==> config.mk <==
export PLATFORM = sky130hd
export DESIGN_NAME = ready_queue_with_remove_by_id
export DESIGN_NICKNAME = d
export VERILOG_FILES = /design/src/hw/rtl/rqrm_pkg.sv /design/src/hw/rtl/rqrm_mem.sv /design/src/hw/rtl/rqrm_ctrl.sv /design/src/hw/rtl/ready_queue_with_remove_by_id.sv
export SDC_FILE = /design/constraint.sdc
export NUM_CORES = 1
export LEC_CHECK = 0
export ABC_AREA = 0
export BUFFER_PORTS_ARGS = -buffer_cell sky130_fd_sc_hd__buf_2
export CAP_MARGIN = 20
export CORE_ASPECT_RATIO = 0.8
export CORE_MARGIN = 4
export CORE_UTILIZATION = 65
export CTS_CLUSTER_SIZE = 28
export DETAILED_ROUTE_END_ITERATION = 8
export HOLD_SLACK_MARGIN = 0.1
export PLACE_DENSITY = 0.89
export SETUP_SLACK_MARGIN = 0.4
export SLEW_MARGIN = 20
export SYNTH_ARGS = -nofsm -noshare
export SYNTH_HDL_FRONTEND = slang
export SYNTH_SLANG_ARGS = --single-unit
export TNS_END_PERCENT = 1
==> constraint.sdc <==
create_clock -name clock -period 8 [get_ports clock]
set_input_delay 1.2 -clock clock [delete_from_list [all_inputs] [get_ports clock]]
set_output_delay 1.2 -clock clock [all_outputs]
set_load 0.01 [all_outputs]
==> src/hw/rtl/rqrm_pkg.sv <==
package rqrm_pkg;

   localparam int ID_WIDTH    = 8;
   localparam int OCC_WIDTH   = 5;
   localparam int QUEUE_DEPTH = 16;

   localparam logic [1:0] OP_ENQUEUE = 2'd0;
   localparam logic [1:0] OP_DEQUEUE = 2'd1;
   localparam logic [1:0] OP_REMOVE  = 2'd2;

   localparam logic [1:0] STATUS_DONE      = 2'd0;
   localparam logic [1:0] STATUS_FULL      = 2'd1;
   localparam logic [1:0] STATUS_EMPTY     = 2'd2;
   localparam logic [1:0] STATUS_NOT_FOUND = 2'd3;

   typedef struct packed {
      logic [1:0]          req_type;
      logic [ID_WIDTH-1:0] process_id;
   } rqrm_req_type;

   typedef struct packed {
      logic [1:0]           status;
      logic [ID_WIDTH-1:0]  head_id;
      logic [OCC_WIDTH-1:0] occupancy;
      logic                 is_empty;
   } rqrm_rsp_type;

   typedef struct packed {
      logic rd_en;
      logic wr_en;
   } rqrm_mem_ctl_type;

   typedef enum logic [1:0] {
      ST_IDLE,
      ST_EXEC,
      ST_DEQ,
      ST_SCAN
   } rqrm_state_type;

endpackage

==> src/hw/rtl/rqrm_mem.sv <==
module rqrm_mem #(
   parameter int QUEUE_DEPTH = rqrm_pkg::QUEUE_DEPTH,
   localparam int PW = (QUEUE_DEPTH > 1) ? $clog2(QUEUE_DEPTH) : 1
) (
   input  logic                           clock,
   input  rqrm_pkg::rqrm_mem_ctl_type     mem_ctl,
   input  logic [PW-1:0]                  rd_addr,
   input  logic [PW-1:0]                  wr_addr,
   input  logic [rqrm_pkg::ID_WIDTH-1:0]  wr_data,
   output logic [rqrm_pkg::ID_WIDTH-1:0]  rd_data
);

   logic [rqrm_pkg::ID_WIDTH-1:0] store_ff [QUEUE_DEPTH];
   logic [rqrm_pkg::ID_WIDTH-1:0] rd_data_ff;

   always_ff @(posedge clock) begin
      if (mem_ctl.wr_en) begin
         store_ff[wr_addr] <= wr_data;
      end
   end

   always_ff @(posedge clock) begin
      if (mem_ctl.rd_en) begin
         rd_data_ff <= store_ff[rd_addr];
      end
   end

   assign rd_data = rd_data_ff;

endmodule

==> src/hw/rtl/rqrm_ctrl.sv <==
module rqrm_ctrl #(
   parameter int QUEUE_DEPTH = rqrm_pkg::QUEUE_DEPTH,
   localparam int PW = (QUEUE_DEPTH > 1) ? $clog2(QUEUE_DEPTH) : 1,
   localparam int CW = $clog2(QUEUE_DEPTH + 1)
) (
   input  logic                           clock,
   input  logic                           reset,
   input  logic                           req_valid,
   output logic                           req_stall,
   input  rqrm_pkg::rqrm_req_type         req_data,
   input  logic                           out_free,
   output logic                           done,
   output rqrm_pkg::rqrm_rsp_type         result,
   output rqrm_pkg::rqrm_mem_ctl_type     mem_ctl,
   output logic [PW-1:0]                  rd_addr,
   output logic [PW-1:0]                  wr_addr,
   output logic [rqrm_pkg::ID_WIDTH-1:0]  wr_data,
   input  logic [rqrm_pkg::ID_WIDTH-1:0]  rd_data
);

   localparam int SW = PW + 1;
   localparam logic [CW-1:0] FULL_COUNT = CW'(QUEUE_DEPTH);
   localparam logic [SW-1:0] DEPTH_S    = SW'(QUEUE_DEPTH);

   rqrm_pkg::rqrm_state_type       state_ff, state_in;
   logic [1:0]                     op_ff, op_in;
   logic [rqrm_pkg::ID_WIDTH-1:0]  id_ff, id_in;
   logic [PW-1:0]                  head_ff, head_in;
   logic [CW-1:0]                  count_ff, count_in;
   logic [CW-1:0]                  idx_ff, idx_in;
   logic                           found_ff, found_in;
   logic                           last;
   logic                           hit;

   function automatic logic [PW-1:0] phys(input logic [PW-1:0] base, input logic [CW-1:0] off);
      logic [SW-1:0] sum;
      sum = {1'b0, base} + SW'(off);
      if (sum >= DEPTH_S) begin
         sum = sum - DEPTH_S;
      end
      return sum[PW-1:0];
   endfunction

   always_ff @(posedge clock) begin
      if (reset) begin
         state_ff <= rqrm_pkg::ST_IDLE;
         head_ff  <= '0;
         count_ff <= '0;
         found_ff <= 1'b0;
      end else begin
         state_ff <= state_in;
         head_ff  <= head_in;
         count_ff <= count_in;
         found_ff <= found_in;
      end
   end

   always_ff @(posedge clock) begin
      op_ff  <= op_in;
      id_ff  <= id_in;
      idx_ff <= idx_in;
   end

   assign req_stall = (state_ff != rqrm_pkg::ST_IDLE);
   assign last      = (idx_ff == count_ff - CW'(1));
   assign hit       = (rd_data == id_ff);

   always_comb begin
      state_in       = state_ff;
      op_in          = op_ff;
      id_in          = id_ff;
      head_in        = head_ff;
      count_in       = count_ff;
      idx_in         = idx_ff;
      found_in       = found_ff;
      mem_ctl        = '0;
      rd_addr        = phys(head_ff, '0);
      wr_addr        = phys(head_ff, count_ff);
      wr_data        = id_ff;
      done           = 1'b0;
      result.status  = rqrm_pkg::STATUS_DONE;
      result.head_id = '0;
      unique case (state_ff)
         rqrm_pkg::ST_IDLE: begin
            if (req_valid) begin
               op_in    = req_data.req_type;
               id_in    = req_data.process_id;
               state_in = rqrm_pkg::ST_EXEC;
            end
         end
         rqrm_pkg::ST_EXEC: begin
            unique case (op_ff)
               rqrm_pkg::OP_ENQUEUE: begin
                  if (out_free) begin
                     done     = 1'b1;
                     state_in = rqrm_pkg::ST_IDLE;
                     if (count_ff == FULL_COUNT) begin
                        result.status = rqrm_pkg::STATUS_FULL;
                     end else begin
                        mem_ctl.wr_en = 1'b1;
                        count_in      = count_ff + CW'(1);
                     end
                  end
               end
               rqrm_pkg::OP_DEQUEUE: begin
                  if (count_ff == '0) begin
                     if (out_free) begin
                        done          = 1'b1;
                        result.status = rqrm_pkg::STATUS_EMPTY;
                        state_in      = rqrm_pkg::ST_IDLE;
                     end
                  end else begin
                     mem_ctl.rd_en = 1'b1;
                     state_in      = rqrm_pkg::ST_DEQ;
                  end
               end
               rqrm_pkg::OP_REMOVE: begin
                  if (count_ff == '0) begin
                     if (out_free) begin
                        done          = 1'b1;
                        result.status = rqrm_pkg::STATUS_NOT_FOUND;
                        state_in      = rqrm_pkg::ST_IDLE;
                     end
                  end else begin
                     mem_ctl.rd_en = 1'b1;
                     idx_in        = '0;
                     found_in      = 1'b0;
                     state_in      = rqrm_pkg::ST_SCAN;
                  end
               end
               default: begin
                  if (out_free) begin
                     done     = 1'b1;
                     state_in = rqrm_pkg::ST_IDLE;
                  end
               end
            endcase
         end
         rqrm_pkg::ST_DEQ: begin
            if (out_free) begin
               done           = 1'b1;
               result.head_id = rd_data;
               head_in        = phys(head_ff, CW'(1));
               count_in       = count_ff - CW'(1);
               state_in       = rqrm_pkg::ST_IDLE;
            end
         end
         rqrm_pkg::ST_SCAN: begin
            if (!last || out_free) begin
               if (found_ff) begin
                  mem_ctl.wr_en = 1'b1;
                  wr_addr       = phys(head_ff, idx_ff - CW'(1));
                  wr_data       = rd_data;
               end
               if (!last) begin
                  mem_ctl.rd_en = 1'b1;
                  rd_addr       = phys(head_ff, idx_ff + CW'(1));
                  idx_in        = idx_ff + CW'(1);
                  found_in      = found_ff | hit;
               end else begin
                  done     = 1'b1;
                  state_in = rqrm_pkg::ST_IDLE;
                  if (found_ff || hit) begin
                     count_in = count_ff - CW'(1);
                  end else begin
                     result.status = rqrm_pkg::STATUS_NOT_FOUND;
                  end
               end
            end
         end
         default: begin
            state_in = rqrm_pkg::ST_IDLE;
         end
      endcase
      result.occupancy = rqrm_pkg::OCC_WIDTH'(count_in);
      result.is_empty  = (count_in == '0);
   end

`ifndef SYNTHESIS
   a_count_bound: assert property (@(posedge clock) disable iff (reset)
      count_ff <= FULL_COUNT)
      else $error("occupancy above depth");

   a_done_free: assert property (@(posedge clock) disable iff (reset)
      done |-> out_free)
      else $error("result produced into busy output register");

   a_no_port_clash: assert property (@(posedge clock) disable iff (reset)
      (mem_ctl.rd_en && mem_ctl.wr_en) |-> (rd_addr != wr_addr))
      else $error("read and write to the same entry in one cycle");

   a_full_status: assert property (@(posedge clock) disable iff (reset)
      (done && result.status == rqrm_pkg::STATUS_FULL) |-> (count_ff == FULL_COUNT))
      else $error("full reported on a queue with room");

   a_shift_index: assert property (@(posedge clock) disable iff (reset)
      (state_ff == rqrm_pkg::ST_SCAN && found_ff) |-> (idx_ff != '0))
      else $error("shift towards an entry before the head");
`endif

endmodule

==> src/hw/rtl/ready_queue_with_remove_by_id.sv <==
// Ready queue of process ids with enqueue, dequeue and remove-by-id.
// Input channel req_valid / req_stall / req_data carries one request item:
// req_type (enqueue, dequeue, remove) and process_id. Result channel
// rsp_valid / rsp_stall / rsp_data returns exactly one item per request:
// status, head_id, occupancy after the request and is_empty.
// Entries sit in a ring buffer held in a single-port-read, single-port-write
// synchronous RAM; removal shifts later entries one place towards the head.
// Enqueue and rejected requests finish in ST_EXEC; dequeue reads the RAM in
// ST_EXEC and returns the head from ST_DEQ; remove on a non-empty queue
// walks every entry in ST_SCAN, one RAM read per scanned entry. One request
// is in work at a time; the next is accepted the cycle after the result is
// loaded into the output register, so a new request is not taken before the
// last one is through.
// Reset empties the queue at once; no clearing pass is needed.
// While rsp_stall is high the result item is held; a request can still be
// accepted and worked on until it needs the output register, then it waits.
module ready_queue_with_remove_by_id #(
   parameter int QUEUE_DEPTH = rqrm_pkg::QUEUE_DEPTH
) (
   input  logic                    clock,
   input  logic                    reset,
   input  logic                    req_valid,
   output logic                    req_stall,
   input  rqrm_pkg::rqrm_req_type  req_data,
   output logic                    rsp_valid,
   input  logic                    rsp_stall,
   output rqrm_pkg::rqrm_rsp_type  rsp_data
);

   localparam int PW = (QUEUE_DEPTH > 1) ? $clog2(QUEUE_DEPTH) : 1;

   rqrm_pkg::rqrm_mem_ctl_type     mem_ctl;
   logic [PW-1:0]                  rd_addr;
   logic [PW-1:0]                  wr_addr;
   logic [rqrm_pkg::ID_WIDTH-1:0]  wr_data;
   logic [rqrm_pkg::ID_WIDTH-1:0]  rd_data;
   logic                           done;
   logic                           out_free;
   rqrm_pkg::rqrm_rsp_type         result;
   logic                           rsp_valid_ff;
   rqrm_pkg::rqrm_rsp_type         rsp_data_ff;

   assign out_free = !rsp_valid_ff || !rsp_stall;

   rqrm_ctrl #(
      .QUEUE_DEPTH (QUEUE_DEPTH)
   ) u_ctrl (
      .clock     (clock),
      .reset     (reset),
      .req_valid (req_valid),
      .req_stall (req_stall),
      .req_data  (req_data),
      .out_free  (out_free),
      .done      (done),
      .result    (result),
      .mem_ctl   (mem_ctl),
      .rd_addr   (rd_addr),
      .wr_addr   (wr_addr),
      .wr_data   (wr_data),
      .rd_data   (rd_data)
   );

   rqrm_mem #(
      .QUEUE_DEPTH (QUEUE_DEPTH)
   ) u_mem (
      .clock   (clock),
      .mem_ctl (mem_ctl),
      .rd_addr (rd_addr),
      .wr_addr (wr_addr),
      .wr_data (wr_data),
      .rd_data (rd_data)
   );

   always_ff @(posedge clock) begin
      if (reset) begin
         rsp_valid_ff <= 1'b0;
      end else if (done) begin
         rsp_valid_ff <= 1'b1;
      end else if (!rsp_stall) begin
         rsp_valid_ff <= 1'b0;
      end
   end

   always_ff @(posedge clock) begin
      if (done) begin
         rsp_data_ff <= result;
      end
   end

   assign rsp_valid = rsp_valid_ff;
   assign rsp_data  = rsp_data_ff;

endmodule

# After elaboration in Yosys (flattened, before gate mapping)
# Memories as Yosys holds them, arrays and structs flattened. A register that Yosys moved wholly into a read port is not among the register bits.
# Cells that the tools add are included.
totals:
  ff_bits: 44
  ramBits: 128
  in_bits: 14
  wordCells: 134
  n_memories: 1
memory_table:
  columns: ["memory", "depth", "word_bits", "read_ports", "rd_clocked_by_memory_dff", "write_ports", "line_no", "rtl"]
  rows:
  - ["u_mem.store_ff", 16, 8, 1, 1, 1, "rqrm_mem.sv:13", "logic [rqrm_pkg::ID_WIDTH-1:0] store_ff [QUEUE_DEPTH];"]
classes:
  addsub: 13
  n_lt_le_gt_ge: 5
  n_eq_ne: 15
  n_mux: 70
  n_bitwise: 1
  reduce_logical: 17
op_table:
  columns: ["op", "count"]
  rows:
  - ["$mux 5", 11]
  - ["$mux 4", 11]
  - ["$mux 2", 15]
  - ["$mux 8", 3]
  - ["$mux 1", 21]
  - ["$ge 5x5->1 const B", 4]
  - ["$sub 4x1->4 const B", 5]
  - ["$add 4x5->5", 3]
  - ["$pmux 5 s3", 1]
  - ["$pmux 2 s2", 3]
  - ["$add 5x1->5 const B", 2]
  - ["$logic_not 5->1", 2]
  - ["$pmux 5 s2", 1]
  - ["$sub 5x1->5 const B", 2]
  - ["$eq 8x8->1", 1]
  - ["$ne 2x2->1 const B", 4]
  - ["$pmux 2 s4", 1]
  - ["$eq 2x2->1 const B", 3]
  - ["$ne 2x1->1 const B", 3]
  - ["$pmux 2 s3", 1]
  - ["$add 4x1->5 const B", 1]
  - ["$eq 5x5->1", 1]
  - ["$eq 5x5->1 const B", 1]
  - ["$ge 4x5->1 const B", 1]
  - ["12 further kinds", 20]

# Depth between registers and ports, before layout
# Gate-level depths: netlist (run 1).
depth:
  ltp_word: 8
  depth_mapped: 12
  mapped_depth_nobuf: 11

# By module
# From an unflattened synthesis (run 1), not the netlist that was laid out.
hier_totals:
  cells_unflattened: 534
  hier_area_um2: 8226.6
modules_own_cells:
  columns: ["mod", "instances", "cells_per_inst", "area_per_inst_um2", "seq_area_each_um2"]
  rows:
  - ["rqrm_mem", 1, 229, 5227.5, 4083.9]
  - ["rqrm_ctrl", 1, 285, 2486.1, 690.7]
  - ["ready_queue_with_remove_by_id", 1, 20, 513.0, 500.5]

# Least setup slack after synthesis (run 1)
# No wires, ideal clock.
synth_timing:
  kind: "input -> register"
  start: "in rsp_stall"
  end: "mem u_mem.store_ff[4][0] (netlist name), enable pin"
  setup_time_ns: 0.370
  t_arrival_ns: 2.752
  required_ns: 7.630
  slack_ns: 4.878
  stages: 7
  path_buffers: 1
  cell_sequence: "nand2_1 > clkbuf_1 > o211a_1 > mux2i_1 > xor2_1 > nand2_1 > nor2_1"
synth_between:
  elab_chain_len: 7
  elab_cells_between_ends: 11
  cone_classes: "8 x mux; 3 x reduce/logical"
synth_lines:
  columns: ["element", "line_no", "rtl"]
  rows:
  - ["from (decl)", "ready_queue_with_remove_by_id.sv:26", "input logic rsp_stall,"]
  - ["$logic_not 1->1 (*)", null, null]
  - ["$logic_or 1x1->1 (*)", "ready_queue_with_remove_by_id.sv:43", "assign out_free = !rsp_valid_ff || !rsp_stall;"]
  - ["$mux 1 / $logic_or 1x1->1 (equally long branches)", "rqrm_ctrl.sv:94, rqrm_ctrl.sv:149", null]
  - ["$mux 1 / $mux 2 (equally long branches)", "rqrm_ctrl.sv:92, rqrm_ctrl.sv:149", null]
  - ["$pmux 2 s2", "rqrm_ctrl.sv:83", "unique case (state_ff)"]
  - ["$mux 1", "rqrm_mem.sv:17", "if (mem_ctl.wr_en) begin"]
  - ["$mux 1 (not written as such)", "rqrm_mem.sv:18", "store_ff[wr_addr] <= wr_data;"]
  - ["to (decl)", "rqrm_mem.sv:13", null]
# Every way passes the cells marked *; elsewhere a longest branch is shown, timed or not.

# Worst setup path in the final report (run 1)
layout_timing:
  start: "reg u_ctrl.count_ff[0]"
  end: "reg u_mem.rd_data_ff, in the netlist u_mem.rd_data[0] (read register of u_mem.store_ff) (data pin)"
layout_between:
  elab_chain_len: 6
  elab_cells_between_ends: 13
  cone_classes: "1 x add/sub; 1 x eq/ne; 8 x mux; 3 x reduce/logical"
layout_lines:
  columns: ["element", "line_no", "rtl"]
  rows:
  - ["from (decl)", "rqrm_ctrl.sv:29", "logic [CW-1:0] count_ff, count_in;"]
  - ["from (signal assigned)", "rqrm_ctrl.sv:53", "count_ff <= count_in;"]
  - ["$sub 5x1->5", "rqrm_ctrl.sv:65", "assign last = (idx_ff == count_ff - CW'(1));"]
  - ["$eq 5x5->1", "rqrm_ctrl.sv:65", null]
  - ["$logic_not 1->1", "rqrm_ctrl.sv:149", "if (!last || out_free) begin"]
  - ["$logic_or 1x1->1", "rqrm_ctrl.sv:149", null]
  - ["$mux 2 / $mux 4 (equally long branches)", "rqrm_ctrl.sv:149", null]
  - ["$pmux 2 s2 / $mux 4 (equally long branches)", "rqrm_ctrl.sv:83", null]
  - ["to (decl)", "rqrm_mem.sv:14", "logic [rqrm_pkg::ID_WIDTH-1:0] rd_data_ff;"]
# Several ways; a longest one is shown, not always the timed one.
# A chain may end at the register's enable or synchronous reset.

==> results by group, run 1 <==
Drt
  • Detailed-route via count: 5410
  • Antenna Nets Post-Route: 0
  • Routed wire per std cell: 23.3 µm
  • Pre-Repair DR Iteration Count: 6
  • Routed WL: 18.9 mm
  • Vias per std cell: 6.70
  • DRC errors left: 0
  • Starting DRT DRC Count: 712

Die
  • Die width: 133 µm
  • Die Span Y: 108 µm
  • I/O pin total: 32
  • Initial core utilization: 66.4%
  • # rows: 36
  • Die area: 14300 µm²
  • Core area: 12200 µm²

Synth
  • Post-Synth Adder-Cell Area: 3.53%
  • Post-synth ARST share: 0%
  • Synth Flop Type: edfxtp_1
  • Post-synthesis xor/xnor area fraction: 3.67%
  • Seq/Total Area, Yosys: 65.3%
  • Yosys cell types: 55
  • Multiplexer share of the synthesized area: 3.97%
  • Synth Area in Simple Gates: 9.51%
  • Largest family of logic cells by synthesized area: compound AO/OA/AOI/OAI gates
  • Syn nets: 651
  • Post-synth EDFFs: 167
  • Compound-Gate Fraction of Synth Area: 11.4%
  • Syn. warnings: 0
  • Synth Area per Inst: 13.1 µm²
  • Syn Inst Count: 616
  • Register bit total from synthesis: 180
  • Mapped cell area: 8080 µm²

CTS
  • H-tree depth: 4
  • Clk pin slew, worst setup/hold paths: 0.06 ns
  • CTS tree: done
  • Clock sinks: 180
  • CTS buffer count: 17
  • Root Driver: clkbuf_16
  • CTS Buffer Depth: 2
  • Post-CTS Resized: 0
  • Post-CTS setup buffers: 0
  • Hold_buf cts: 0
  • Worst-Skew Late Latency: 0.44 ns

Placement
  • Final GP Congestion: 0.921
  • Port Buffers: 31
  • DP Wirelength: 12.4 mm

Hold path
  • Hold/Removal Path Class: reg2reg
  • Hold Path Origin: u_ctrl.found_ff$_SDFFE_PP0P_
  • Hold path endpoint: u_ctrl.found_ff$_SDFFE_PP0P_
  • Hold Crit Depth: 2

STA
  • Rel. slew slack: 38.6%
  • Worst-case hold slack: 0.564 ns
  • Final hold vios: 0
  • Slew Viols, Final: 0
  • RSZ-0062 raised after global routing: no
  • Worst slew pin tran: 0.918 ns
  • Peak Freq: 251 MHz
  • Layout Skew: 0.00688 ns
  • Tcrit/Tclk final: 49.7%
  • Setup Viol. Count Final: 0
  • Min Tclk post-route: 3.98 ns
  • Final TNS setup: 0 ns

Final layout
  • Area occupied by multi-input gates: 2610 µm²
  • Post-synthesis to final-layout area growth: 10.0%
  • Layout cell share with drive strength beyond 1: 12.8%
  • Diodes inserted: 0
  • FILL cells: 754
  • Most common cell after layout, fill and taps aside: edfxtp_1
  • Register area: 5280 µm²
  • Nets: 678
  • Leading cell types in the layout, fill and taps excluded: edfxtp_1, nand2_1, a21oi_1, nor2_1, a221oi_1

Power and ir drop
  • Leakage: 0.00310 µW
  • Pint: 1500 µW
  • Seq pwr share: 55.0%
  • Net Switching: 420 µW
  • VDD IR-drop max: 0.000259 V
  • Net Sw Frac: 21.9%
  • Cell Pwr Density: 216 nW/µm²
  • Comb pwr share: 4.8%
  • Clk network pwr share: 40.1%

Worst setup path
  • Reg-to-Reg Start: u_ctrl.count_ff[0]$_SDFF_PP0_
  • Worst reg-to-reg path cell count: 11
  • CP max FO: 48
  • Element type at the critical path start: register
  • Critical Path Sink Type: register
  • Reg-to-reg setup timing slack: 4.02 ns
  • CP required: 8.15 ns
  • Worst reg2reg endpoint: u_mem.rd_data[0]$_DFFE_PP_
  • Worst Path Arrival: 4.13 ns
  • Critical path type: reg2reg

GRT
  • Initial antenna violation count: 2
  • Vias in the first global route: 5305
  • Global route overflow: 0
  • Largest net degree at the start of global routing: 65
  • Total track usage: 27.7%
  • First-pass GRT wire length: 29.1 mm

Flow run
  • Max-cap violations: 0

Status
  • Status: complete, no violations
-- registers in the layout (all words and copies together), names as in the netlist --
register and cells:
u_mem.store_ff 128, rsp_data 16, u_ctrl.id_ff 8, u_mem.rd_data 8, u_ctrl.count_ff 5, u_ctrl.idx_ff 5, u_ctrl.head_ff 4, u_ctrl.op_ff 2
u_ctrl.state_ff 2, rsp_valid 1, u_ctrl.found_ff 1
-- synthesized netlist by cell type, types with 2 or more instances --
master / number / area [µm²]
a21oi_1: 64 / 320
xnor2_1: 14 / 123
o21ai_1: 2 / 10.0
inv_1: 21 / 78.8
a31oi_1: 3 / 18.8
buf_6: 2 / 22.5
nor2_1: 40 / 150
nand4_1: 2 / 12.5
clkbuf_1: 16 / 60.1
dfxtp_1: 13 / 260
nor2b_1: 6 / 37.5
fa_1: 3 / 60.1
edfxtp_1: 167 / 5010
o32a_1: 2 / 20.0
nor3b_1: 2 / 15.0
buf_2: 8 / 40.0
xor2_1: 18 / 158
o21a_1: 2 / 15.0
ha_1: 18 / 225
a32oi_1: 2 / 17.5
mux2_2: 8 / 90.1
or2_2: 2 / 12.5
nand3_1: 3 / 15.0
and3_1: 4 / 25.0
mux2i_1: 23 / 230
nor4_1: 4 / 25.0
nor3_1: 6 / 30.0
a21o_1: 3 / 22.5
o22ai_1: 3 / 18.8
nand2_1: 69 / 259
a221oi_1: 33 / 289
o21ai_0: 13 / 65.1
and2_1: 10 / 62.6
or4_1: 9 / 67.6
-- cells by family after synthesis --
kind of cell	count (synthesis)
flip-flops	180
XOR/XNOR	33
multiplexers	31
AND/OR/NAND/NOR	163
buffers and inverters	49
AO/OA/AOI/OAI	139
adder cells (fa/ha/maj)	21
-- cell type report --
class | count | area share [%]
flip-flops and latches | 180 | 59.4
clock buffers | 19 | 4.87
clock inverters | 13 | 1.24
inverters | 21 | 0.887
repair buffers | 36 | 2.17
multi-input cells | 387 | 29.3
well taps | 152 | 2.14
-- layer usage --
layer	vias up	global-route usage [%]	wire length, µm
li1	2377	-	-
met1	2606	38.7	7670
met2	365	41.8	8630
met3	60	8.74	2050
met4	2	8.90	482
met5	-	0	17
-- stage by stage --
step	total power [µW]	cell area (µm²)	std cells	setup slack, ns	utilization, %
floorplan	1130	8080	616	4.88	-
global placement	1160	8340	776	4.31	68.6
detailed placement	1170	8340	776	4.12	68.6
CTS	1920	8880	808	4.05	73.0
global route	1980	8880	808	3.80	73.1
finish	1920	8880	808	4.02	73.1
-- power groups by stage --
| stage | clock network (µW) | registers (µW) | logic, µW |
|---|---|---|---|
| 6_report | 771 | 1060 | 92.7 |
| 4_1_cts | 773 | 1060 | 90.7 |
| 3_5_place_dp | 0 | 1080 | 90.0 |
| 3_3_place_gp | 0 | 1080 | 86.9 |
| 5_1_grt | 821 | 1060 | 100 |
| 2_1_floorplan | 0 | 1070 | 58.4 |
-- critical path, stage by stage (launching register included) --
cell	delay, ns
dfxtp_1	0.46
inv_1	0.11
ha_1	0.27
nor3b_2	0.19
xnor2_1	0.34
a41oi_4	0.27
nor2_1	0.23
a21o_1	0.12
buf_4	0.51
mux2i_1	0.39
a221oi_1	0.15
or4_1	0.62
-- worst max path at each step --
stage,from,to,cells after the start
5_1_grt,u_ctrl.count_ff[0]$_SDFF_PP0_,u_mem.store_ff[12][0]$_DFFE_PP_,10
3_3_place_gp,rsp_stall,u_mem.store_ff[0][2]$_DFFE_PP_,7
2_1_floorplan,rsp_stall,u_mem.store_ff[4][0]$_DFFE_PP_,7
4_1_cts,u_ctrl.count_ff[0]$_SDFF_PP0_,u_mem.rd_data[0]$_DFFE_PP_,11
6_report,u_ctrl.count_ff[0]$_SDFF_PP0_,u_mem.rd_data[0]$_DFFE_PP_,11
3_5_place_dp,u_ctrl.count_ff[0]$_SDFF_PP0_,u_mem.store_ff[4][7]$_DFFE_PP_,10
No activity file was read; power rests on OpenSTA's default activity.
==> run 2: changes to the inputs <==
--- a/config.mk
+++ b/config.mk
@@ -10,11 +10,11 @@
 export CAP_MARGIN = 20
 export CORE_ASPECT_RATIO = 0.8
 export CORE_MARGIN = 4
-export CORE_UTILIZATION = 65
+export CORE_UTILIZATION = 56
 export CTS_CLUSTER_SIZE = 28
 export DETAILED_ROUTE_END_ITERATION = 8
 export HOLD_SLACK_MARGIN = 0.1
-export PLACE_DENSITY = 0.89
+export PLACE_DENSITY = 0.82
 export SETUP_SLACK_MARGIN = 0.4
 export SLEW_MARGIN = 20
 export SYNTH_ARGS = -nofsm -noshare
==> constraint.sdc (replaced) <==
create_clock -name clock -period 3.3 [get_ports clock]
set_input_delay 0.495 -clock clock [delete_from_list [all_inputs] [get_ports clock]]
set_output_delay 0.495 -clock clock [all_outputs]
set_load 0.01 [all_outputs]
==> run 2 against run 1 <==
  * Setup slack got worse by 3.9 ns
  * Die area increased by 15%
  * Register-to-register slack got worse by 3.9 ns
  * Largest power group unchanged
==> results by group, run 2 (synthesis results as in run 1) <==
Worst setup path
  • Cell breakdown of the critical path: buf_4 -> or3_4 -> xnor2_2 -> a41oi_4 -> buf_4 -> a21o_4 -> bufbuf_16 -> a21oi_1 -> a221oi_1 -> or4_1
  • CP max stage cell: or4_1
  • Crit-path leading delay family: simple AND/OR/NAND/NOR gates
  • Critical Path Sink Type: register
  • Worst Path Arrival: 3.38 ns (-0.75 ns)
  • CP required: 3.48 ns (-4.67 ns)
  • Worst Path Buf+Inv: 3 (+1)
  • CP Launch Point: u_ctrl.count_ff[0]$_SDFF_PP0_
  • Element type at the critical path start: register
  • Critical path type: reg2reg
  • Most used cell, CP: buf_4
  • Crit-path max cell delay: 0.57 ns (-0.05 ns)
  • Reg-to-Reg Start: u_ctrl.count_ff[0]$_SDFF_PP0_
  • CP max FO: 24 (-50%)

Die
  • Die area: 16400 µm² (+15%)
  • # rows: 38 (+5.6%)
  • Die Span Y: 115 µm (+7.2%)
  • I/O pin total: 32 (unchanged)
  • Die width: 142 µm (+7.3%)
  • Initial core utilization: 58.4% (-8.0 points)
  • Core area: 13800 µm² (+14%)

Final layout
  • Nets: 734 (+8.3%)
  • Layout cell share with drive strength beyond 1: 26.8% (+14 points)
  • Fin cells: 892 (+10%)
  • Max reg flops: 128 (unchanged)
  • Diodes inserted: 0 (unchanged)
  • Top reg by flops: u_mem.store_ff
  • Final Core Density: 71.4% (-1.6 points)
  • Most common cell after layout, fill and taps aside: edfxtp_1
  • Post-synthesis to final-layout area growth: 22.4%
  • Leading cell types in the layout, fill and taps excluded: edfxtp_1, nand2_1, a21oi_1, buf_4, buf_2

CTS
  • Clk pin slew, worst setup/hold paths: 0.07 ns (about the same)
  • Worst-Skew Late Latency: 0.45 ns (about the same)
  • CTS tree: done
  • CTS Buffer Depth: 2 (unchanged)
  • Clock sinks: 180 (unchanged)
  • Hold_buf cts: 0 (unchanged)
  • Root Driver: clkbuf_16
  • CTS buffer count: 17 (unchanged)
  • H-tree depth: 4 (unchanged)

Drt
  • Vias per std cell: 6.52 (-2.6%)
  • Pre-Repair DR Iteration Count: 8 (+2)
  • Antenna Nets Post-Route: 0 (unchanged)
  • Detailed-route via count: 5815 (+7.5%)
  • Starting DRT DRC Count: 691 (-2.9%)
  • DRC errors left: 0 (unchanged)
  • Routed wire per std cell: 23.9 µm (+2.5%)
  • Routed WL: 21.3 mm (+13%)

STA
  • Peak Freq: 312 MHz (+24%)
  • Slew Viols, Final: 0 (unchanged)
  • Final TNS setup: 0 ns (unchanged)
  • Worst slew pin tran: 0.964 ns (+0.0452 ns)
  • Setup ws final: 0.0990 ns (-3.92 ns)
  • Setup Viol. Count Final: 0 (unchanged)
  • Min Tclk post-route: 3.20 ns (-0.778 ns)
  • Worst-case hold slack: 0.222 ns (-0.342 ns)
  • Layout Skew: 0.0134 ns (+0.00655 ns)
  • Rel. slew slack: 35.5% (-3.0 points)
  • RSZ-0062 raised after global routing: yes
  • Tcrit/Tclk final: 97.0% (+47 points)
  • Final hold vios: 0 (unchanged)

Hold path
  • Hold/Removal Path Class: in2reg
  • Hold Path Origin: req_data[3]

GRT
  • Total track usage: 27.1% (-0.59 points)
  • First-pass GRT wire length: 32.4 mm (+11%)
  • Largest net degree at the start of global routing: 38 (-42%)
  • Initial antenna violation count: 0 (-2)
  • Vias in the first global route: 5584 (+5.3%)
  • Global route overflow: 0 (unchanged)

Placement
  • Port Buffers: 31 (unchanged)
  • Placed Cells: 833 (+7.3%)
  • Final GP Congestion: 0.911 (-1.0%)
  • DP Wirelength: 13.3 mm (+6.7%)
  • Pre-CTS WS: -0.378 ns (-4.50 ns)

Flow run
  • Max-cap violations: 0 (unchanged)

Power and ir drop
  • VDD IR-drop max: 0.000501 V (+94%)
  • Leakage: 0.00353 µW (+14%)
  • Cell Pwr Density: 488 nW/µm² (+130%)

Status
  • Status: complete, no violations
[run 2: cell type report]
class | count | area (µm²)
Tap cell | 180 | 225
Multi-Input combinational cell | 388 | 2930
Clock inverter | 15 | 158
Fill cell | 838 | 3950
Sequential cell | 180 | 5280
Timing Repair Buffer | 91 | 788
Inverter | 21 | 78.8
Clock buffer | 17 | 425
[run 2: where the power goes]
group          total, µW  switching (µW)  internal [µW]
combinational        278             179           98.4
clock               2000             983           1020
sequential          2550            18.4           2530
total               4830            1180           3650
[run 2: through the flow]
stage | power (µW) | cell area [µm²]
CTS | 4820 | 9810
floorplan | 2750 | 8160
global route | 4960 | 9880
finish | 4830 | 9880
detailed placement | 2850 | 8720
global placement | 2840 | 8720
[run 2: final timing paths]
kind	slack, ns	to	depth (start not counted)
worst max-delay path	0.1	u_mem.rd_data[7]$_DFFE_PP_	10
worst min-delay path	0.22	u_ctrl.id_ff[3]$_DFFE_PP_	1
worst max register to register	0.1	u_mem.rd_data[7]$_DFFE_PP_	10
worst min register to register	0.57	u_ctrl.found_ff$_SDFFE_PP0P_	2
[run 2: what timing repair did]
| action | CTS | global route |
|---|---|---|
| endpoints found under the setup margin | 139 | 145 |
| buffers inserted | 20 | 4 |
| gates resized for setup | 36 | 12 |
| gates cloned | 3 | 0 |
| pin swaps | 25 | 8 |
[run 2: routing by layer]
layer  share of wire [%]  routed length, µm  track usage (%)  vias to the layer above
met4                 2.7                579             9.08                        0
met1                  40               8450             37.6                     2839
li1                    -                  -                -                     2501
met3                  12               2560             7.44                       53
met2                  46               9730             41.9                      422
met5                   0                  0                0                        -
==> run 3: changes to the inputs <==
--- a/config.mk
+++ b/config.mk
@@ -15,6 +15,7 @@
 export DETAILED_ROUTE_END_ITERATION = 8
 export HOLD_SLACK_MARGIN = 0.1
 export PLACE_DENSITY = 0.82
+export RECOVER_POWER = 25
 export SETUP_SLACK_MARGIN = 0.4
 export SLEW_MARGIN = 20
 export SYNTH_ARGS = -nofsm -noshare
==> run 3 against run 2 <==
  * Non-clock buffer count is the same
  * Clock-buffer cell count unchanged
  * Setup slack improved by 0.010 ns
  * Fmax is 0.32% higher
  * Flip-flop and latch count unchanged
  * Critical path type unchanged
  * Largest cell class unchanged
==> results by group, run 3 (synthesis results as in run 1) <==
Status
  • Status: complete, no violations

Worst setup path
  • CP required: 3.48 ns (about the same)
  • Worst reg2reg endpoint: u_mem.rd_data[6]$_DFFE_PP_
  • Critical path type: reg2reg
  • Element type at the critical path start: register
  • Critical Path Sink Type: register
  • Reg-to-Reg Start: u_ctrl.count_ff[0]$_SDFF_PP0_
  • CP max FO: 12 (-50%)
  • Reg-to-reg setup timing slack: 0.11 ns (about the same)
  • Worst reg-to-reg path cell count: 10 (unchanged)
  • Worst Path Arrival: 3.37 ns (about the same)

Final layout
  • Nets: 734 (unchanged)
  • Layout cell share with drive strength beyond 1: 23.6% (-3.2 points)
  • Top reg by flops: u_mem.store_ff
  • Post-synthesis to final-layout area growth: 21.9%
  • Diodes inserted: 0 (unchanged)
  • FILL cells: 853 (+1.8%)
  • Max reg flops: 128 (unchanged)
  • Most common cell after layout, fill and taps aside: edfxtp_1
  • Fin area: 9840 µm² (-0.44%)
  • Leading cell types in the layout, fill and taps excluded: edfxtp_1, nand2_1, a21oi_1, buf_4, a221oi_1

Flow run
  • Max-cap violations: 0 (unchanged)

Drt
  • Detailed-route via count: 5807 (-0.14%)
  • Starting DRT DRC Count: 725 (+4.9%)
  • Routed wire per std cell: 23.9 µm (-0.11%)
  • Routed WL: 21.3 mm (-0.11%)
  • DRC errors left: 0 (unchanged)
  • Vias per std cell: 6.51 (-0.14%)
  • Antenna Nets Post-Route: 0 (unchanged)
  • Pre-Repair DR Iteration Count: 5 (-3)

GRT
  • Largest net degree at the start of global routing: 38 (unchanged)
  • Vias in the first global route: 5584 (unchanged)
  • First-pass GRT wire length: 32.4 mm (unchanged)
  • Global route overflow: 0 (unchanged)
  • Initial antenna violation count: 0 (unchanged)
  • Total track usage: 27.1% (unchanged)

CTS
  • Worst-Skew Late Latency: 0.45 ns (about the same)
  • Clk pin slew, worst setup/hold paths: 0.07 ns (about the same)
  • CTS buffer count: 17 (unchanged)
  • H-tree depth: 4 (unchanged)
  • Root Driver: clkbuf_16
  • Hold_buf cts: 0 (unchanged)
  • Clock sinks: 180 (unchanged)
  • CTS tree: done
  • CTS Buffer Depth: 2 (unchanged)

STA
  • Tcrit/Tclk final: 96.7% (-0.31 points)
  • Peak Freq: 313 MHz (+0.32%)
  • Min Tclk post-route: 3.19 ns (-0.0103 ns)
  • Rel. slew slack: 37.0% (+1.5 points)
  • Setup Viol. Count Final: 0 (unchanged)
  • Final TNS setup: 0 ns (unchanged)
  • RSZ-0062 raised after global routing: yes
  • Slew Viols, Final: 0 (unchanged)
  • Final hold vios: 0 (unchanged)
  • Layout Skew: 0.0105 ns (-0.00292 ns)
  • Worst slew pin tran: 0.941 ns (-0.0220 ns)

Die
  • Initial core utilization: 58.4% (unchanged)
  • # rows: 38 (unchanged)
  • Die area: 16400 µm² (unchanged)
  • Die width: 142 µm (unchanged)
  • Core area: 13800 µm² (unchanged)
  • Die Span Y: 115 µm (unchanged)
  • I/O pin total: 32 (unchanged)

Power and ir drop
  • Net Switching: 1180 µW (-0.24%)
  • Comb pwr share: 5.6% (-0.2 points)
  • Seq pwr share: 52.9% (about the same)
  • Net Sw Frac: 24.4% (about the same)
  • Pint: 3640 µW (-0.14%)
  • VDD IR-drop max: 0.000511 V (+2.0%)
  • Cell Pwr Density: 490 nW/µm² (+0.28%)
  • Clk network pwr share: 41.4% (about the same)
  • Leakage: 0.00344 µW (-2.3%)

Hold path
  • Hold/Removal Path Class: in2reg
  • Hold Crit Depth: 1 (unchanged)
  • Hold path endpoint: u_ctrl.id_ff[0]$_DFFE_PP_
  • Hold Path Origin: req_data[0]

Placement
  • Post-DP Area: 8720 µm² (unchanged)
  • Final GP Congestion: 0.911 (unchanged)
  • DP Wirelength: 13.3 mm (unchanged)
  • Port Buffers: 31 (unchanged)
==> run 3: cell types whose count changed in the layout (fill, tap and decap cells not counted), sizes merged <==
| cell | before | now |
|---|---|---|
| buf | 89 | 66 |
| clkbuf | 17 | 40 |
==> run 3: layout make-up <==
class                           count  area (µm²)  area share (%)
Multi-Input combinational cell    388        2930            29.8
Clock buffer                       17         425            4.32
Clock inverter                     15         158            1.60
Inverter                           21        78.8           0.801
Timing Repair Buffer               91         744            7.57
Tap cell                          180         225            2.29
Sequential cell                   180        5280            53.6
==> run 3: what timing repair did <==
item / in CTS / in global routing
gates resized for setup: 36 / 12
setup endpoints to repair: 139 / 145
pin swaps: 25 / 8
buffers inserted: 20 / 4
cloned: 3 / 0
==> run 3: routing by layer <==
metal / track usage, % / vias to the layer above / wire (µm)
met5: 0 / - / 0
met4: 9.08 / 0 / 615
met3: 7.44 / 53 / 2800
met2: 41.9 / 432 / 9760
met1: 37.6 / 2821 / 8130
li1: - / 2501 / -
==> run 3: worst max path at each step <==
stage,from,to,depth (start not counted)
after floorplan,u_ctrl.count_ff[0]$_SDFF_PP0_,u_mem.store_ff[4][0]$_DFFE_PP_,10
after global placement,u_ctrl.count_ff[1]$_SDFF_PP0_,u_mem.rd_data[3]$_DFFE_PP_,11
after detailed placement,u_ctrl.count_ff[1]$_SDFF_PP0_,u_mem.rd_data[3]$_DFFE_PP_,11
after CTS,u_ctrl.idx_ff[1]$_SDFFCE_PN0P_,u_mem.rd_data[4]$_DFFE_PP_,12
after global routing,u_ctrl.count_ff[0]$_SDFF_PP0_,u_mem.store_ff[13][0]$_DFFE_PP_,9
final,u_ctrl.count_ff[0]$_SDFF_PP0_,u_mem.rd_data[6]$_DFFE_PP_,10
==> run 3: per-stage QoR <==
step	worst slack, ns	util [%]	hold WS [ns]	power (µW)	cells
finish	0.109	71.1	0.221	4820	892
global route	0.0251	71.1	0.205	4960	892
CTS	0.205	70.9	0.212	4820	888
detailed placement	-0.378	63.0	0.550	2850	833
global placement	-0.243	63.0	0.560	2840	833
floorplan	0.336	-	0.484	2750	616
==> run 3: power by group through the flow <==
stage / Combinational [µW] / Sequential, µW / Clock (µW)
6_report: 271 / 2550 / 2000
3_5_place_dp: 248 / 2600 / 0
5_1_grt: 291 / 2550 / 2110
4_1_cts: 261 / 2550 / 2010
3_3_place_gp: 239 / 2600 / 0
2_1_floorplan: 146 / 2600 / 0
==> run 3: worst max-delay path, cell delays in order, from the launching register on <==
cell       delay [ns]
dfxtp_1          0.31
buf_4            0.17
or3_4            0.42
xnor2_2          0.25
a41oi_4          0.22
buf_4            0.20
a21o_4           0.22
bufbuf_16        0.29
a21oi_1          0.17
a221oi_1         0.15
or4_1            0.51
